## src/rrm_pkg.sv

```systemverilog
`timescale 1ns / 1ps
`default_nettype none

package rrm_pkg;

	localparam int VW = 32;                 // input component width
	localparam int NW = 32;                 // vector length (Q8.24) width
	localparam int UW = 32;                 // unit axis component width
	localparam int TW = 25;                 // threshold register width
	localparam int SCW = 34;                // working width of Q2.30 math
	localparam int OW = 32;                 // matrix entry width

	localparam int ISQ_STAGES = NW;         // one root bit per stage
	localparam int DIV_STAGES = UW - 1;     // one quotient bit per stage
	localparam int MOD_STAGES = 6;          // one power-of-two multiple of 2pi per stage
	localparam int FOLD_STAGES = 2;
	localparam int CORDIC_STAGES = 30;
	localparam int SC_LAT = MOD_STAGES + FOLD_STAGES + CORDIC_STAGES + 1;
	localparam int U_DELAY = SC_LAT - DIV_STAGES;
	localparam int MUL_STAGES = 3;
	localparam int PIPE_LAT = 2 + ISQ_STAGES + SC_LAT + MUL_STAGES;

	localparam logic signed [SCW-1:0] ONE_Q30 = 34'sd1073741824;
	localparam logic signed [SCW-1:0] PI_Q30 = 34'sd3373259426;
	localparam logic signed [SCW-1:0] TWO_PI_Q30 = 34'sd6746518852;
	localparam logic signed [SCW-1:0] HALF_PI_Q30 = 34'sd1686629713;
	localparam logic signed [SCW-1:0] GAIN_Q30 = 34'sd652032874;
	localparam logic signed [OW-1:0] ONE_OUT = 32'sd1073741824;
	localparam logic [TW-1:0] THRESH_RESET = 25'd2;

	typedef struct packed {
		logic [2*NW-1:0] rad;
		logic [NW+1:0] rem;
		logic [NW-1:0] root;
		logic [2:0][VW-1:0] mag;
		logic [2:0] neg;
	} isq_t;

	typedef struct packed {
		logic [NW-1:0] rem;
		logic [DIV_STAGES-1:0] low;
		logic [DIV_STAGES-1:0] q;
		logic [NW-1:0] d;
		logic neg;
	} div_t;

	typedef struct packed {
		logic signed [SCW-1:0] x;
		logic signed [SCW-1:0] y;
		logic signed [SCW-1:0] z;
		logic flip;
	} cordic_t;

	function automatic logic signed [SCW-1:0] atan_q30(input int i);
		logic [29:0] a;
		case (i)
			0: a = 30'h3243F6A8;
			1: a = 30'h1DAC6705;
			2: a = 30'h0FADBAFC;
			3: a = 30'h07F56EA6;
			4: a = 30'h03FEAB76;
			5: a = 30'h01FFD55B;
			6: a = 30'h00FFFAAA;
			7: a = 30'h007FFF55;
			8: a = 30'h003FFFEA;
			9: a = 30'h001FFFFD;
			10: a = 30'h000FFFFF;
			11: a = 30'h0007FFFF;
			12: a = 30'h0003FFFF;
			13: a = 30'h0001FFFF;
			14: a = 30'h0000FFFF;
			15: a = 30'h00007FFF;
			16: a = 30'h00003FFF;
			17: a = 30'h00001FFF;
			18: a = 30'h00000FFF;
			19: a = 30'h000007FF;
			20: a = 30'h000003FF;
			21: a = 30'h000001FF;
			22: a = 30'h000000FF;
			23: a = 30'h0000007F;
			24: a = 30'h0000003F;
			25: a = 30'h0000001F;
			26: a = 30'h0000000F;
			27: a = 30'h00000008;
			28: a = 30'h00000004;
			29: a = 30'h00000002;
			default: a = '0;
		endcase
		return SCW'(a);
	endfunction

	// Q2.30 product, floored back to Q2.30
	function automatic logic signed [SCW-1:0] mul30(input logic signed [SCW-1:0] a,
		input logic signed [SCW-1:0] b);
		logic signed [2*SCW-1:0] p;
		p = a * b;
		return p[SCW+29:30];
	endfunction

	function automatic logic signed [OW-1:0] sat32(input logic signed [SCW:0] v);
		if (v > 35'sd2147483647) begin
			return 32'sh7FFFFFFF;
		end else if (v < -35'sd2147483648) begin
			return 32'sh80000000;
		end
		return v[OW-1:0];
	endfunction

endpackage

`default_nettype wire

```

## src/rrm_div.sv

```systemverilog
`timescale 1ns / 1ps
`default_nettype none

module rrm_div (
	input  logic                          clk,
	input  logic [rrm_pkg::NW-1:0]        divisor,
	input  logic [rrm_pkg::VW-1:0]        mag,
	input  logic                          neg,
	output logic signed [rrm_pkg::UW-1:0] quot
);
	import rrm_pkg::*;

	div_t div_s [DIV_STAGES];
	logic [UW-1:0] q_ext;

	// mag <= divisor, so the quotient needs only DIV_STAGES bits and the
	// upper dividend bits (mag >> 1) already sit below the divisor
	for (genvar k = 0; k < DIV_STAGES; k++) begin : g_div
		div_t cur;
		div_t nxt;
		logic [NW:0] acc;

		if (k == 0) begin : g_first
			always_comb begin
				cur = '0;
				cur.rem = {1'b0, mag[VW-1:1]};
				cur.low = {mag[0], {(DIV_STAGES-1){1'b0}}};
				cur.d = divisor;
				cur.neg = neg;
			end
		end else begin : g_next
			assign cur = div_s[k-1];
		end

		always_comb begin
			acc = {cur.rem, cur.low[DIV_STAGES-1]};
			nxt = cur;
			nxt.low = {cur.low[DIV_STAGES-2:0], 1'b0};
			if (acc >= {1'b0, cur.d}) begin
				nxt.rem = NW'(acc - {1'b0, cur.d});
				nxt.q = {cur.q[DIV_STAGES-2:0], 1'b1};
			end else begin
				nxt.rem = acc[NW-1:0];
				nxt.q = {cur.q[DIV_STAGES-2:0], 1'b0};
			end
		end

		always_ff @(posedge clk) begin
			div_s[k] <= nxt;
		end
	end

	assign q_ext = {1'b0, div_s[DIV_STAGES-1].q};
	assign quot = div_s[DIV_STAGES-1].neg ? $signed(-q_ext) : $signed(q_ext);

endmodule

`default_nettype wire

```

## config.mk

```make
export PLATFORM = sky130hd
export DESIGN_NAME = rrm_div
export DESIGN_NICKNAME = d
export VERILOG_FILES = /design/src/rrm_pkg.sv /design/src/rrm_div.sv
export SDC_FILE = /design/constraint.sdc
export NUM_CORES = 2
export LEC_CHECK = 0
export BUFFER_PORTS_ARGS = -buffer_cell sky130_fd_sc_hd__buf_4
export CAP_MARGIN = 20
export CORE_MARGIN = 3
export CORE_UTILIZATION = 57
export CTS_CLUSTER_SIZE = 24
export DETAILED_ROUTE_END_ITERATION = 8
export PLACE_DENSITY = 0.76
export SYNTH_ARGS = -nofsm -noshare
export SYNTH_HDL_FRONTEND = slang
export SYNTH_SLANG_ARGS = --single-unit
```

## constraint.sdc

```tcl
create_clock -name clk -period 3.2 [get_ports clk]
set_input_delay 0.48 -clock clk [delete_from_list [all_inputs] [get_ports clk]]
set_output_delay 0.48 -clock clk [all_outputs]
set_load 0.03 [all_outputs]
```

---- Yosys cells after proc, flatten, opt, wreduce, memory -nomap -nowiden ----
Memory sizes are Yosys's and may differ from the RTL's.
Index checks and enable logic that the tools add are counted.
Widths: inputs -> output; s select.
word-level totals
  input bits .............................. 66
  bits in registers ....................... 0
  memories ................................ 1
  bits in writable memories ............... 3906
  bits in read-only memories .............. 0
  word-level logic and storage cells ...... 127
  bits in latches ......................... 0
operators by class
  divide/modulo/power cells ............... 0
  multiplexer cells ....................... 63
  multiply operators ...................... 0
  bitwise logic cells ..................... 0
  reductions and logical operators ........ 0
  shifts and indexed selects .............. 0
  eq/ne operators ......................... 0
  add/sub/neg operators ................... 32
  order comparisons ....................... 31
memory list
  memory  depth  bits a word  rd ports  clocked after memory_dff  wr ports  line           RTL
  div_s   31     126          31        0                         31        rrm_div.sv:13  div_t div_s [DIV_STAGES];
operators by type and width
  operator        count
  $mux 32         32
  $sub 32x32->32  31
  $ge 33x32->1    30
  $ge 32x32->1    1
  $neg 31->32     1
  $mux 1          31

---- Logic depth before layout (Yosys ltp) ----
An unclocked memory read counts as a cell.
  word-level depth ........................ 3
  depth in mapped cells ................... 16

---- Least setup slack after synthesis ----
OpenSTA, ideal clock, no wires.
  path kind ............................... register to output
  start point ............................. memory div_s[1][1801] (netlist bit)
  end point ............................... output quot[26] (netlist bit)
  cell stages (with the launch flop) ...... 10
  slack ................................... -0.297 ns
  arrival time ............................ 3.017 ns
  cell sequence ........................... dfxtp_1 > or4_4 > nor4_4 > nand2_1 > or3_4 > or3_4 > or3_1 > or2_4 > o31ai_4 > xnor2_1
RTL lines
  what                line           RTL
  start: declaration  rrm_div.sv:13
  end: declaration    rrm_div.sv:9   output logic signed [rrm_pkg::UW-1:0] quot

==> metrics.txt <==
status finished with violations; violated checks negative setup slack; clock sinks 2447; die area 201000 sq um; Tmin final 4.44 ns; final worst slack -1.24 ns; max_cap viols 0; Reg-to-Reg Start div_s[1][2]; count of nets after finishing 14.6k; I/O Buffers 97; actual transition at the worst max-transition pin 0.856 ns; worst endpoint data arrival time 3.96 ns; Clock Latency Late Sink 0.87 ns; area fraction of the dominant cell type after synthesis 44.0%; clock-pin transition on the worst setup and hold timing paths 0.06 ns; mean cell area of the mapped netlist 9.22 sq um; post-route clock period utilization 139%; Synth Net Count 13.2k; number of max-slew violations in the final report 0; via count of the routed design 91.5k; launch instance of the worst min-delay path mag[0]; maximum clock path buffer count 3; critical path capture point type output port; final setup violation count 94; Biggest register div_s; Routed WL 314 mm; number of global-route vias before repair 89.7k; final weighted congestion of routability-driven global placement 0.971; Hold WS 0.162 ns; number of flip-flops and latches in the synthesized netlist 2447; DRC viols 0; Die W 448 um; layout cell share with drive strength beyond 1 21.8%; Post-Synthesis Cells 12.1k; setup slack of the most critical reg-to-reg path -0.14 ns; HPWL after detailed placement 231 mm; antenna viol nets, final 0; H-tree depth 4; iteration count of the initial detailed-routing pass 6; number of antenna violations at the first check in global routing 3; share of the yosys chip area belonging to registers 44.0%; cell at the root of the clock tree clkbuf_16; growth of design area from synthesis to finish 25.6%; total of warnings raised by yosys 0; Power Total 172 mW; leakage power of the design 65.5 nW; wire length of the first global-routing pass 475 mm; areal power density over the cells 1230 nW/um^2; Iter 0 DRT Violations 6614; number of flip-flops under the largest register name 2447; Req. time, crit path 2.72 ns; f_max 225 MHz; cells taking the most area after synthesis dfxtp_1 44%, ha_1 11%, inv_1 4.2%; post-route cell area 140000 sq um; Core Box Area 193000 sq um; Endpoint, Worst Hold div_s[0][94]; maximum number of pins on one net before global-route repair 51; unique cell type count in the Yosys netlist 94; utilization of the core after routing 72.3%; Yosys top cell by area dfxtp_1; cts bufs inserted 240; share of synthesized flip-flops with an asynchronous set or reset 0%; number of standard-cell rows in the floorplan 161; area of the mapped netlist 111000 sq um; initial standard-cell utilization of the core 57.6%; ports placed on the boundary 98; type of the tightest min-delay check primary input to flop; maximum vdd ir drop 952 uV; vertical die dimension 448 um; crit path kind flop to output port; type of element launching the critical path flop; leading registers by flop count div_s: 2447 flops; worst-path maximum fanout 2; post-route setup TNS -22.23 ns; most common library cell in the layout ignoring fill and taps dfxtp_1; GRT overflow 0; Post-DP Area 123000 sq um; WL per Instance 19.3 um; worst-case reg-to-reg path depth 15; Post-synth EDFFs 0; highest-count cells in the layout ignoring fill and taps 2332 x dfxtp_1, 1253 x buf_4, 1223 x inv_1; flip-flop cell with the highest count after synthesis dfxtp_1; post-detailed-route via-to-cell ratio 5.63; CTS tree built; setup repair after global routing missed its margin yes; relative slew slack 41.4%; Fin Clk Skew 0.0349 ns; reg-to-reg endpoint div_s[1][237]; number of cells traversed by the worst hold path 4; number of fill cells 14.0k; combined global-route utilization of all metal layers 29.3%; Final Hold Fails 0
[layout make-up]
cell class | count | area [sq um] | share of cell area, %
clock inverter | 121 | 1530 | 1.09
clock buffer | 327 | 6880 | 4.92
multi-input combinational | 8087 | 61000 | 43.6
timing repair buffer | 1498 | 13400 | 9.59
sequential | 2447 | 49100 | 35.1
inverter | 1254 | 4720 | 3.38
antenna | 1 | 2.50 | 0.00179
tap | 2526 | 3160 | 2.26
[power by group]
group          leakage (nW)  switching, mW  internal (mW)
logic                  40.8           48.0           46.0
registers              20.6           7.17           41.3
clock network          4.09           12.1           17.3
total                  65.5           67.2            105
[worst max path at each step]
stage                         from            end  depth (start not counted)
finish              div_s[1][1801]       quot[27]                         10
global placement     div_s[1][130]  div_s[1][351]                         17
global route        div_s[1][1801]       quot[27]                         10
detailed placement   div_s[1][129]  div_s[1][351]                         17
floorplan           div_s[1][1801]       quot[26]                          9
CTS                 div_s[1][1801]       quot[27]                         10
[Yosys cell counts, drive strengths merged, types with 49 or more instances]
| cell type | count |
|---|---|
| xor2 | 345 |
| o31ai | 76 |
| nor2b | 169 |
| nand2 | 971 |
| a21boi | 49 |
| o21bai | 102 |
| ha | 992 |
| a21oi | 933 |
| nand2b | 143 |
| a21o | 480 |
| dfxtp | 2447 |
| mux2 | 307 |
| o21a | 120 |
| buf | 64 |
| nand4 | 155 |
| inv | 1253 |
| o21ai | 933 |
| nor3 | 129 |
| a31oi | 107 |
| nor2 | 632 |
| clkbuf | 220 |
| xnor2 | 493 |
| and3 | 72 |
| a211oi | 61 |
| nand3 | 172 |
[metrics by stage]
| stage | worst slack [ns] | std cells |
|---|---|---|
| after floorplan | -0.208 | 12071 |
| after global placement | -0.602 | 15496 |
| after detailed placement | -0.688 | 15496 |
| after CTS | -1.28 | 16124 |
| after global routing | -1.40 | 16260 |
| final | -1.24 | 16261 |
[worst max-delay path, stage by stage (launching register included)]
cell and delay, ns:
dfxtp_2 0.32, or4_4 0.55, nor4_4 0.19, nand3_2 0.12, or3_4 0.34, or3_4 0.34
or3_4 0.36, or2_4 0.25, o41ai_2 0.29, xnor2_2 0.16, buf_4 0.19
[cell families after synthesis]
kind of cell | after synthesis | share of synthesized area, %
multiplexers | 323 | 3.25
flip-flops | 2447 | 44.0
adder cells (fa/ha/maj) | 1022 | 11.7
AND/OR/NAND/NOR | 2689 | 11.4
AO/OA/AOI/OAI | 3214 | 17.8
XOR/XNOR | 838 | 6.59
buffers and inverters | 1538 | 5.25
[layer usage]
layer | global-route usage, % | vias to the layer above | part of all wire, %
li1 | - | 44608 | -
met1 | 35.1 | 43287 | 41
met2 | 53.0 | 2773 | 50
met3 | 3.83 | 853 | 4.9
met4 | 12.0 | 0 | 4.4
met5 | 0 | - | 0
[repair_timing]
action                     CTS  global route
pin swaps                  151           336
setup buffers               93           113
hold buffers                64             3
setup endpoints to repair  796           931
hold endpoints to repair    64             3
gates cloned                26            41
gates resized for setup    465           821
Note: power is estimated with default switching activity, not from simulation.
